[config.mk]
export PLATFORM = sky130hd
export DESIGN_NAME = coh_cell
export DESIGN_NICKNAME = d
export VERILOG_FILES = /design/src/design/coh_pkg.sv /design/src/design/coh_cell.sv
export SDC_FILE = /design/constraint.sdc
export NUM_CORES = 1
export LEC_CHECK = 0
export BUFFER_PORTS_ARGS = -buffer_cell sky130_fd_sc_hd__buf_2
export CORE_MARGIN = 2
export CORE_UTILIZATION = 40
export DETAILED_ROUTE_END_ITERATION = 8
export PLACE_DENSITY = 0.71
export SETUP_SLACK_MARGIN = 0.15
export SLEW_MARGIN = 20
export SYNTH_ARGS = -nofsm -noshare
export SYNTH_HDL_FRONTEND = slang
export SYNTH_SLANG_ARGS = --single-unit
[constraint.sdc]
create_clock -name clk -period 5.9 [get_ports clk]
set_clock_uncertainty 0.1 [all_clocks]
set_input_delay 1.18 -clock clk [delete_from_list [all_inputs] [get_ports clk]]
set_output_delay 1.18 -clock clk [all_outputs]
set_load 0.05 [all_outputs]
[src/design/coh_pkg.sv]
// shared constants, types and codes for the color occurrence histogram
// depends on nothing; used by coh_cell and color_occurrence_histogram
`default_nettype none
package coh_pkg;

    localparam int TABLE_DEPTH = 64;
    localparam int COUNT_BITS  = 32;
    localparam int KEY_W       = 32;
    localparam int CHAN_W      = 8;
    localparam int OCC_W       = 32;
    localparam int TOTAL_W     = $clog2(TABLE_DEPTH + 1);

    typedef logic [KEY_W-1:0]      key_t;
    typedef logic [COUNT_BITS-1:0] count_t;
    typedef logic [TOTAL_W-1:0]    total_t;

    // command codes on the action port
    typedef enum logic [1:0] {
        ACT_ADD   = 2'd0,
        ACT_EMIT  = 2'd1,
        ACT_CLEAR = 2'd2
    } action_t;

    // control broadcast to every cell of the chain
    typedef struct packed {
        logic cmp_en;   // compare held key against cell key
        logic upd_en;   // apply add result
        logic ins_en;   // no match and room left: insert with shift
        logic rot_en;   // rotate occupied cells toward cell 0
    } cell_ctrl_t;

endpackage
`default_nettype wire

[src/design/coh_cell.sv]
// one table cell: holds a color key and its count, compares, shifts and rotates
// depends on coh_pkg
`default_nettype none
module coh_cell (
    input  wire logic                clk,
    input  wire logic                rst_n,
    input  wire coh_pkg::cell_ctrl_t ctrl,
    input  wire logic                occupied,
    input  wire logic                next_occ,
    input  wire coh_pkg::key_t       new_key,
    input  wire coh_pkg::key_t       prev_key,
    input  wire coh_pkg::count_t     prev_count,
    input  wire logic                prev_lt,
    input  wire coh_pkg::key_t       next_key,
    input  wire coh_pkg::count_t     next_count,
    input  wire coh_pkg::key_t       wrap_key,
    input  wire coh_pkg::count_t     wrap_count,
    output coh_pkg::key_t            key,
    output coh_pkg::count_t          count,
    output logic                     lt,
    output logic                     eq
);

    coh_pkg::key_t   key_reg;
    coh_pkg::count_t count_reg;
    logic            lt_reg;
    logic            eq_reg;

    // compare flags, registered for the update cycle
    always_ff @(posedge clk or negedge rst_n)
    begin
        if (!rst_n)
        begin
            lt_reg <= 1'b0;
            eq_reg <= 1'b0;
        end
        else if (ctrl.cmp_en)
        begin
            lt_reg <= occupied && (key_reg < new_key);
            eq_reg <= occupied && (key_reg == new_key);
        end
    end

    // entry payload: bump, insert, shift from the left neighbor, or rotate
    always_ff @(posedge clk)
    begin
        if (ctrl.upd_en)
        begin
            if (eq_reg)
            begin
                if (count_reg != '1)
                begin
                    count_reg <= count_reg + 1'b1;
                end
            end
            else if (ctrl.ins_en)
            begin
                if (prev_lt && !lt_reg)
                begin
                    key_reg   <= new_key;
                    count_reg <= coh_pkg::count_t'(1);
                end
                else if (!prev_lt)
                begin
                    key_reg   <= prev_key;
                    count_reg <= prev_count;
                end
            end
        end
        else if (ctrl.rot_en)
        begin
            key_reg   <= next_occ ? next_key : wrap_key;
            count_reg <= next_occ ? next_count : wrap_count;
        end
    end

    assign key   = key_reg;
    assign count = count_reg;
    assign lt    = lt_reg;
    assign eq    = eq_reg;

endmodule
`default_nettype wire

==> impl_metrics.ini <==
[outcome]
status = finished, final reports clean

[route]
via_count = 5836
wire_per_inst_um = 16.9
ant_nets = 0
firstDrtPassIters = 5
drc_errors = 0
drt_iter0_drc = 428
viasPerCell = 5.40
wl_um = 18300

[power]
switchingPower_uw = 586
power_frac_seq_pct = 37.5
power_density_mw_per_mm2 = 226
max-vdd-ir-drop_v = 0.000113
leakagePower_uw = 0.00331
pwr-share-clk_pct = 30.5
swShare_pct = 35.6
internal_power_uw = 1060
comb_power_share_pct = 32.0

[timing]
fmax_ghz = 0.324
worst_slack_ns = 2.82
worst_pin_slew_ns = 1.05
finalSetupTns_ns = 0
rsz0062_at_grt = no
relSlewSlack_pct = 29.5
period_share_pct = 52.3
hold_viol = 0
setup_viol = 0
drv_slew = 0
final.min_clock_period_ns = 3.08

[die]
core_mm2 = 0.0132
die_y_um = 120
die_area_mm2 = 0.0144
rows = 42
ioPinCount = 299
start_util_pct = 40.9
die_x_um = 120

[yosys]
async_reset_ff_share_pct = 3.03
syn_area_per_cell_um2 = 8.66
netlist_top_cells_area = edfxtp_1, ha_1, nand2_1, a211oi_1, nor2b_1
synth_top_area_share_pct = 35.6
synth_seq_cells = 66
yosysTopAreaCell = edfxtp_1
synth_nets = 889
yosysWarningCount = 0
synth_ff_type = edfxtp_1
synthCells = 623
ys_types = 46
yosysSeqAreaShare_pct = 36.6
synth_edf_count = 64
syn-cell-area_mm2 = 0.00539

[grt]
gr-total-overflow = 0
grt_max_degree = 72
grt_pass1_vias = 5511
grt_usage_pct = 24.9
grt_pass1_wl_um = 28100
antenna_found_initial = 3

[final_layout]
drive_above_1_share_pct = 36.5
mostFrequentLayoutCell = buf_2
mostFrequentLayoutCells = buf_2, nand2_1, edfxtp_1, a211oi_1, nor2b_1
fin_cells = 1080
post-route-util_pct = 55.3
area_delta_synth_final_pct = 35.3
n_fill_cell = 1263
nNetsFinal = 1163

[clock_tree]
root_buffer = clkbuf_16
clockBufferDepth = 2
numClockSinks = 66
cts_buffers = 9
cts_resized = 0
cts_tree = yes
postCtsSetupBuffers = 0
h-tree-depth = 3
cts_hold_buf = 0
clk_pin_slew_worst_paths_ns = 0.05
insertion_delay_ns = 0.34

[job]
drv_cap = 0

[min_path]
holdCritPathClass = flip-flop to flip-flop
worstHoldPathCells = 2

[critical_path]
worst-path-stages = 3
rr_worst_depth = 6
slowest_delay_ns = 0.88
crit_chain = buf_4, nand2b_1, o21ai_4
cp-start-kind = primary input
cp_slowest_cell = o21ai_4
worstPathRequired_ns = 5.75
crit_arrival_ns = 2.93
endpoint_kind = flip-flop
cpLargestDelayFamily = compound AO/OA/AOI/OAI gates
crit_buf_inv = 1
path_max_fanout = 71
crit_type = primary input to flip-flop
r2r_setup_slack_ns = 3.13

[placement]
globalplace.congestion = 0.869
hpwlAfterDp_um = 14500
place_ws_ns = 2.42
place.port_buffers = 298
dp.cells = 1062
cells in the mapped netlist, types with 3 or more instances:
master and n:
nor2b_1 48, a221oi_1 3, a31oi_1 36, edfxtp_1 64, nor2_1 17, nand2_1 100
buf_1 6, ha_1 33, o21ai_0 18, clkbuf_1 31, mux2i_1 18, inv_1 36
a21o_1 3, nor4_1 4, o221ai_1 12, xnor2_1 8, and4_1 4, nand2b_1 4
nor3_1 6, a21oi_1 31, and3_1 9, xor2_1 19, nand4_1 16, a211oi_1 49
nand3_1 22
layer usage:
metal | global-route usage [%] | part of all wire (%) | up-vias
met4 | 7.35 | 1.9 | 2
met2 | 40.9 | 46 | 247
li1 | - | - | 2877
met3 | 6.27 | 8.6 | 28
met1 | 32.5 | 43 | 2682
met5 | 0 | 0.055 | -
cell type report:
type | instances | area, µm² | share of cell area [%]
Antenna cell | 2 | 5.00 | 0.0686
Inverter | 37 | 139 | 1.90
Sequential cell | 66 | 1970 | 27.0
Timing Repair Buffer | 301 | 1520 | 20.8
Tap cell | 176 | 220 | 3.02
Clock buffer | 13 | 260 | 3.57
Multi-Input combinational cell | 482 | 3170 | 43.4
Clock inverter | 3 | 15.0 | 0.206
metrics by stage:
step / hold slack [ns] / instance area [µm²] / power, µW
floorplan: 0.683 / 5390 / 966
global placement: 0.473 / 7020 / 1150
detailed placement: 0.480 / 7020 / 1150
CTS: 0.488 / 7290 / 1660
global route: 0.516 / 7300 / 1730
finish: 0.485 / 7300 / 1650
kinds of logic (layout without fill, tap and decap cells):
| family | count (synthesis) | count (layout) | synth area share [%] |
|---|---|---|---|
| AO/OA/AOI/OAI | 161 | 161 | 19.8 |
| XOR/XNOR | 27 | 27 | 4.38 |
| adder cells (fa/ha/maj) | 33 | 33 | 7.65 |
| buffers and inverters | 75 | 354 | 5.24 |
| flip-flops | 66 | 66 | 36.6 |
| multiplexers | 20 | 20 | 3.76 |
| other | 0 | 2 | 0 |
| AND/OR/NAND/NOR | 241 | 241 | 22.6 |
final timing paths:
check                                  to  startpoint
worst max-delay path              key[23]     ctrl[2]
worst min-delay path                   lt          lt
worst max register to register  count[27]    count[0]
worst min register to register         lt          lt
max in group asynchronous              eq       rst_n
min in group asynchronous              lt       rst_n
worst register-to-register path, stage by stage, from the launching register on:
cell	delay [ns]
edfxtp_1	0.42
ha_1	0.24
nand2_1	0.14
or2_0	0.24
or4_4	0.56
nor3_1	0.36
o21ai_4	0.35
power groups by stage:
stage	sequential, µW	clock [µW]	combinational [µW]
finish	618	503	527
global route	624	530	573
CTS	618	507	530
detailed placement	627	0	528
global placement	625	0	522
floorplan	765	0	201
Power figures use the tool's default switching activity.
